`src/design/sagp_pkg.sv`:
```
package sagp_pkg;

  typedef struct packed {
    logic signed [23:0] source_x;
    logic signed [23:0] source_y;
    logic signed [23:0] source_z;
    logic [8:0]         base_volume;
  } sagp_in_t;

  typedef struct packed {
    logic [15:0]       gain;
    logic [6:0]        drive_volume;
    logic signed [7:0] pan;
  } sagp_out_t;

  typedef enum logic [2:0] {
    CFG_LISTENER_X  = 3'd0,
    CFG_LISTENER_Y  = 3'd1,
    CFG_LISTENER_Z  = 3'd2,
    CFG_FACING_X    = 3'd3,
    CFG_FACING_Z    = 3'd4,
    CFG_NEAR_DIST   = 3'd5,
    CFG_FAR_DIST    = 3'd6
  } sagp_cfg_idx_t;

  localparam int CFG_IDX_W  = 3;
  localparam int CFG_DATA_W = 24;

  // square root unit: 58-bit radicand, one result bit per stage
  localparam int SQRT_IN_W  = 58;
  localparam int SQRT_OUT_W = 29;
  localparam int SQRT_REM_W = 32;

  localparam int GAIN_Q_W   = 15;
  localparam int PAN_STEPS  = 8;
  localparam int DIV_STAGES = 15;

  localparam logic [22:0] NEAR_RESET = 23'd2560;
  localparam logic [22:0] FAR_RESET  = 23'd256000;
  localparam logic [15:0] Q15_ONE    = 16'd32768;
  localparam logic [8:0]  VOL_FULL   = 9'd256;
  localparam logic [6:0]  PAN_MAX    = 7'd127;
  localparam logic signed [16:0] RIGHT_ONE = 17'sd16384;

endpackage

```
`src/design/sagp_isqrt.sv`:
```
module sagp_isqrt (
  input  logic                             clk,
  input  logic                             en,
  input  logic [sagp_pkg::SQRT_IN_W-1:0]   radicand,
  output logic [sagp_pkg::SQRT_OUT_W-1:0]  root
);

  localparam int IW = sagp_pkg::SQRT_IN_W;
  localparam int OW = sagp_pkg::SQRT_OUT_W;
  localparam int RW = sagp_pkg::SQRT_REM_W;

  logic [RW-1:0] rem_r   [OW];
  logic [OW-1:0] root_r  [OW];
  logic [IW-1:0] rad_r   [OW];
  logic [RW-1:0] rem_nxt [OW];
  logic [OW-1:0] root_nxt[OW];
  logic [IW-1:0] rad_nxt [OW];

  // restoring digit recurrence: bring down two radicand bits, try root*4+1
  always_comb begin
    for (int k = 0; k < OW; k++) begin
      logic [RW-1:0] rem_in;
      logic [OW-1:0] root_in;
      logic [IW-1:0] rad_in;
      logic [RW+1:0] t;
      logic [RW+1:0] trial;
      if (k == 0) begin
        rem_in  = '0;
        root_in = '0;
        rad_in  = radicand;
      end else begin
        rem_in  = rem_r[k-1];
        root_in = root_r[k-1];
        rad_in  = rad_r[k-1];
      end
      t     = {rem_in, rad_in[IW-1 -: 2]};
      trial = (RW+2)'({root_in, 2'b01});
      if (t >= trial) begin
        rem_nxt[k]  = RW'(t - trial);
        root_nxt[k] = {root_in[OW-2:0], 1'b1};
      end else begin
        rem_nxt[k]  = RW'(t);
        root_nxt[k] = {root_in[OW-2:0], 1'b0};
      end
      rad_nxt[k] = rad_in << 2;
    end
  end

  always_ff @(posedge clk) begin
    if (en) begin
      for (int k = 0; k < OW; k++) begin
        rem_r[k]  <= rem_nxt[k];
        root_r[k] <= root_nxt[k];
        rad_r[k]  <= rad_nxt[k];
      end
    end
  end

  assign root = root_r[OW-1];

endmodule
```
`config.mk`:
```
export PLATFORM = sky130hd
export DESIGN_NAME = sagp_isqrt
export DESIGN_NICKNAME = d
export VERILOG_FILES = /design/src/design/sagp_pkg.sv /design/src/design/sagp_isqrt.sv
export SDC_FILE = /design/constraint.sdc
export NUM_CORES = 2
export LEC_CHECK = 0
export ABC_AREA = 1
export BUFFER_PORTS_ARGS = -buffer_cell sky130_fd_sc_hd__buf_4
export CAP_MARGIN = 15
export CORE_MARGIN = 2
export CORE_UTILIZATION = 50
export DETAILED_ROUTE_END_ITERATION = 6
export HOLD_SLACK_MARGIN = 0.08
export PLACE_DENSITY = 0.74
export SYNTH_ARGS = -nofsm -noshare
export SYNTH_HDL_FRONTEND = slang
export SYNTH_SLANG_ARGS = --single-unit
```
`constraint.sdc`:
```
create_clock -name clk -period 2.54 [get_ports clk]
set_input_delay 0.508 -clock clk [delete_from_list [all_inputs] [get_ports clk]]
set_output_delay 0.508 -clock clk [all_outputs]
set_load 0.02 [all_outputs]
```
; ---- Word-level counts from Yosys, hierarchy flattened
; Memory sizes are Yosys's and may differ from the RTL's.
; Cells that the tools add are included.
[word_totals]
register_bits = 0
ram_bits = 3393
in_bits = 60
out_inout_bits = 29
elab_cells = 121
mem_count = 3
[op_classes]
n_addsub = 29
order_cmp = 29
muxes = 60
[memory_table]
columns = name, words, word_bits, rd, rd_ports_with_merged_regs, write_ports, line
row1 = rad_r, 29, 56, 28, 0, 29, sagp_isqrt.sv:14  ; logic [IW-1:0] rad_r [OW];
row2 = rem_r, 29, 32, 28, 0, 29, sagp_isqrt.sv:12  ; logic [RW-1:0] rem_r [OW];
row3 = root_r, 29, 29, 29, 0, 29, sagp_isqrt.sv:13  ; logic [OW-1:0] root_r [OW];
[ops]
columns = operator, count
row1 = greater-or-equal comparator 34 x 31 -> 1 bit, 28
row2 = two-way mux 32 bit, 29
row3 = subtractor 32 x 31 -> 32 bit, 28
row4 = two-way mux 1 bit, 31
row5 = subtractor 2 x 1 -> 3 bit (second input constant), 1
row6 = greater-or-equal comparator 2 x 1 -> 1 bit (second input constant), 1

; ---- Depth between registers and ports, before layout
; An unclocked memory read counts as a cell.
[logic_depth]
depth_word = 3
mapped_depth = 16
mapped_depth_nobuf = 16

; ---- Worst setup path after synthesis
; OpenSTA, ideal clock, no wires.
[synth_path]
kind = register to register
start = memory rem_r[1][213] in the netlist's numbering
end = memory rem_r[1][251] in the netlist's numbering (data pin)
setup_time_ps = 256
t_arrival_ps = 1813
t_required_ps = 2284
setup_slack_ps = 471
path_stages_with_launch = 12
path_buffers = 2
synth_period_minus_slack_ps = 2069
cell_sequence = edfxtp_1 ha_1 nand2_1 nand2_1 a21oi_1 nand3_2 nor2_4 nand3_4 buf_6 buf_12 nand3_2 nand2_1
[synth_lines]
columns = item, line
row1 = from (decl), sagp_isqrt.sv:12

==> reports/summary.md <==
The cell count after synthesis came out at 13.6k. At the worst endpoint, the required time is 3.10 ns. In this run the most critical hold path is launched from radicand[52]. The run gives 23.9% as the logic gate share of total power. The worst max-slew margin expressed relative to the limit came out at 54.3%.

The main combinational cell family by area after synthesis is simple AND/OR/NAND/NOR gates. Most frequent standard cell in the layout excluding fill and tap cells: nand2_1. From left edge to right edge, the die measures 487 um. Of the total synthesized cell area, the portion taken by AND, OR, NAND and NOR gates is 25.6%. Once detail routing completed, the nets flagged for antenna violations numbered 0. The endpoint identified for the worst register-to-register timing path is rem_r[1][202]$_DFFE_PP_. By area the synthesized netlist is led by edfxtp_1 (54%), nand2_1 (15%), inv_1 (8.0%), ha_1 (5.0%), nor2_1 (3.5%). The utilization after layout was 57.4%; the overall fraction of global-route tracks in use was 25.1%.

The number of antenna violations at the first check in global routing is 4, and the die height is 487 um. The total wire length came out at 302 mm. Summed over all layers, the global routing overflow is 0. Counting distinct cell types in the post-synthesis netlist gives 58. The maximum clock rate was 0.403 GHz; the leakage dissipation was 62.2 nW. The type of origin of the critical path was a flop. The detailed router's first-iteration violation count came out at 8220.

In this run the power spent charging and discharging nets is 32.9 mW. The worst setup path is of the reg2reg kind. Switching part of the total: 31.9%. Clock skew on the completed layout was measured at 0.0753 ns. The count of input and output buffers was 88; the mean number of vias per cell was 5.12. For the pin with the worst max-slew slack, the measured transition is 0.684 ns.

In the layout the commonest cells are nand2_1 (4700), inv_1 (2481), edfxtp_1 (2097), nor2_1 (1060), nand3_1 (716). The worst hold path terminates at rad_r[0][52]$_DFFE_PP_. The startpoint of the lowest-slack register-to-register path was rem_r[1][176]$_DFFE_PP_. The clock period minus worst slack came out at 2.48 ns. Final count of pins violating max slew: 0. TritonCTS built the clock tree. The vias after detailed routing was 90.2k. In the final routed layout, each cell accounts on average for 17.1 um.

The path class of the tightest hold or removal check is in2reg. Relative to the synthesized area, the layout overhead comes to 14.3%. After layout, the worst path uses 97.7% of the clock period. The share of synthesized area in the top cell type comes to 53.9%. For the worst setup path, the data arrival time is 3.04 ns. The tools report the placeable core region as 0.232 mm^2. The maximum fanout encountered on the critical timing path came out at 17.

The share of flip-flops with an asynchronous set or reset works out to 0%. edfxtp_1 takes more of the synthesized area than any other cell. In this run the power density over the cells is 772 mW/mm^2.

The initial cell density of the core is 50.3%. The first global-routing pass estimated 470 mm of wire. Before antenna repair, the detailed router went through 6 iterations. The number of register bits inferred by synthesis was 2097; the half-perimeter wire length after placement was 236 mm. The final-report hold violation count was 0.

The synthesized design contains 2097 enable-type register cells. Total power for the finished layout comes to 103 mW. The tools report the number of global-route vias before repair as 85.6k. The CTS root buffer is clkbuf_16. The fraction of power consumed by the clock network came out at 31.7%. Internal power comes to 70.1 mW. For the clock buffer count from CTS, the log shows 217. The congestion estimate from routability-driven global placement came to 0.980. Entering global routing, the biggest net connects 121 pins. The clock drives 2097 sinks. The portion of synthesized area spent on multiplexers is 0%. Sequential cells burn 44.4% of the power. The clock tree synthesis step divided the H-tree into 4 levels.

The arithmetic-cell share of the synthesized area counting full adders, half adders and majority gates came out at 4.98%. The worst hold path was traced through 2 stages. The initialized floorplan defines 177 standard-cell rows. VDD sags by at most 0.724 mV. The per-instance average area after synthesis was 8.57 um^2. The proportion of layout cells with a drive suffix above 1 is 8.46%, and the post-layout net count is 14.9k. Final hold analysis gives a worst-case slack of 0.336 ns. Counting along the longest clock path gives a buffer depth of 3. For this run, the register share of the synthesized area comes to 53.9%. The clock-pin transition on the worst setup and hold timing paths was 0.07 ns; the net count after synthesis was 14.2k. For the worst flop-to-flop path, the logic depth is 11. The tool flagged a number of max-cap violations equal to 0.

The flow ran to the end, and the final reports show no timing, DRC or antenna violations. Setup repair after global routing could not meet its margin everywhere. The die covers 0.237 mm^2. In this run the count of I/O pins placed on the die edge is 89.

During synthesis, Yosys emitted a total of 0 warnings. For the cell area after technology mapping, the log shows 0.117 mm^2. For the number of design rule violations left after detail routing, the log shows 0. The run gives 0.06 ns as the setup slack on the worst flop-to-flop path. The top flip-flop cell by instance count after synthesis was edfxtp_1. The clock latency at the later pin of the worst-skew pair was 0.88 ns; the post-route setup TNS was 0 ns.

After Yosys synthesis, XOR and XNOR cells account for 2.67% of the synthesized area. The count of endpoints failing setup in the final report is 0. The critical path endpoint category was a flop.

Summing the areas of all compound-gate instances in the mapped netlist gives 4.01% of the synthesized area.
## worst max-delay path: stages (launching register included)
cell and delay, ns:
edfxtp_1 0.50, ha_1 0.38, nand2_1 0.17, nor2_1 0.09
nand2_1 0.09, nor2_1 0.06, a21oi_1 0.26, nand3_2 0.15
buf_12 0.18, buf_4 0.15, nand2_1 0.06, nand2_1 0.06
## sequential cells by signal, summed over array words and instances (netlist names)
| register | cells |
|---|---|
| rem_r | 850 |
| rad_r | 812 |
| root_r | 435 |
## per-stage QoR
step	instance area, um^2	setup WS [ns]	cells
6_report	133000	0.0575	17600
5_1_grt	133000	-0.0581	17600
4_1_cts	133000	0.00774	17600
3_5_place_dp	125000	-0.0325	17100
3_3_place_gp	125000	-0.0595	17100
2_1_floorplan	117000	0.471	13600
## cell usage after synthesis, drive strengths merged, types with 2 or more instances
library cell  number
a21o               9
a31oi              4
nor3             191
and2              34
xor2             266
nor4              15
clkbuf             4
inv             2513
nor3b              9
o211ai             8
ha               465
a21boi             9
o21ai            266
nand2b             2
xnor2             90
nand3b            83
nor2            1130
or2               32
nand3            742
a21oi            535
o21bai            31
o21a               5
o2111ai            2
buf              109
edfxtp          2097
nand4            208
nor2b              2
nand2           4747
and3              20
## logic make-up (layout without fill, tap and decap cells)
logic type | Yosys count | count (layout)
other | 1 | 2
adder cells (fa/ha/maj) | 465 | 465
AND/OR/NAND/NOR | 7216 | 7216
XOR/XNOR | 356 | 356
AO/OA/AOI/OAI | 871 | 871
flip-flops | 2097 | 2097
buffers and inverters | 2626 | 3571
## area by class of cell
| cell class | count | area (um^2) |
|---|---|---|
| antenna | 1 | 2.50 |
| clock buffer | 246 | 5580 |
| clock inverter | 162 | 1820 |
| fill | 20500 | 98900 |
| inverter | 2513 | 9450 |
| multi-input combinational | 8909 | 43900 |
| sequential | 2097 | 63000 |
| tap | 3043 | 3810 |
| timing repair buffer | 650 | 5880 |
## timing repair
action	CTS	global route
hold buffers	60	0
endpoints found under the hold margin	65	0
pin swaps	0	7
resized for setup	1	117
setup buffers	0	23
endpoints found under the setup margin	1	318
## routing by layer
layer	track usage [%]	up-vias	part of all wire, %
met4	7.76	6	3.1
li1	-	45300	-
met3	3.08	531	6.2
met5	0	-	0.015
met2	41.9	2854	47
met1	34.3	41600	44
## power by group through the flow
stage | Clock [mW] | Combinational (mW) | Sequential [mW]
4_1_cts | 33.3 | 24.1 | 45.7
6_report | 32.6 | 24.6 | 45.7
3_3_place_gp | 0 | 23.7 | 46.3
3_5_place_dp | 0 | 23.8 | 46.3
5_1_grt | 34.7 | 27.8 | 45.9
2_1_floorplan | 0 | 16.3 | 44.8
## worst max-delay path by stage
stage / from / end
floorplan: rem_r[1][213]$_DFFE_PP_ / rem_r[1][251]$_DFFE_PP_
finish: rem_r[1][176]$_DFFE_PP_ / rem_r[1][202]$_DFFE_PP_
global placement: rem_r[1][310]$_DFFE_PP_ / rem_r[1][321]$_DFFE_PP_
detailed placement: rem_r[1][312]$_DFFE_PP_ / rem_r[1][321]$_DFFE_PP_
CTS: root_r[0][450]$_DFFE_PP_ / rem_r[1][3]$_DFFE_PP_
global route: rem_r[1][109]$_DFFE_PP_ / rem_r[1][144]$_DFFE_PP_
Power figures use the tool's default switching activity.
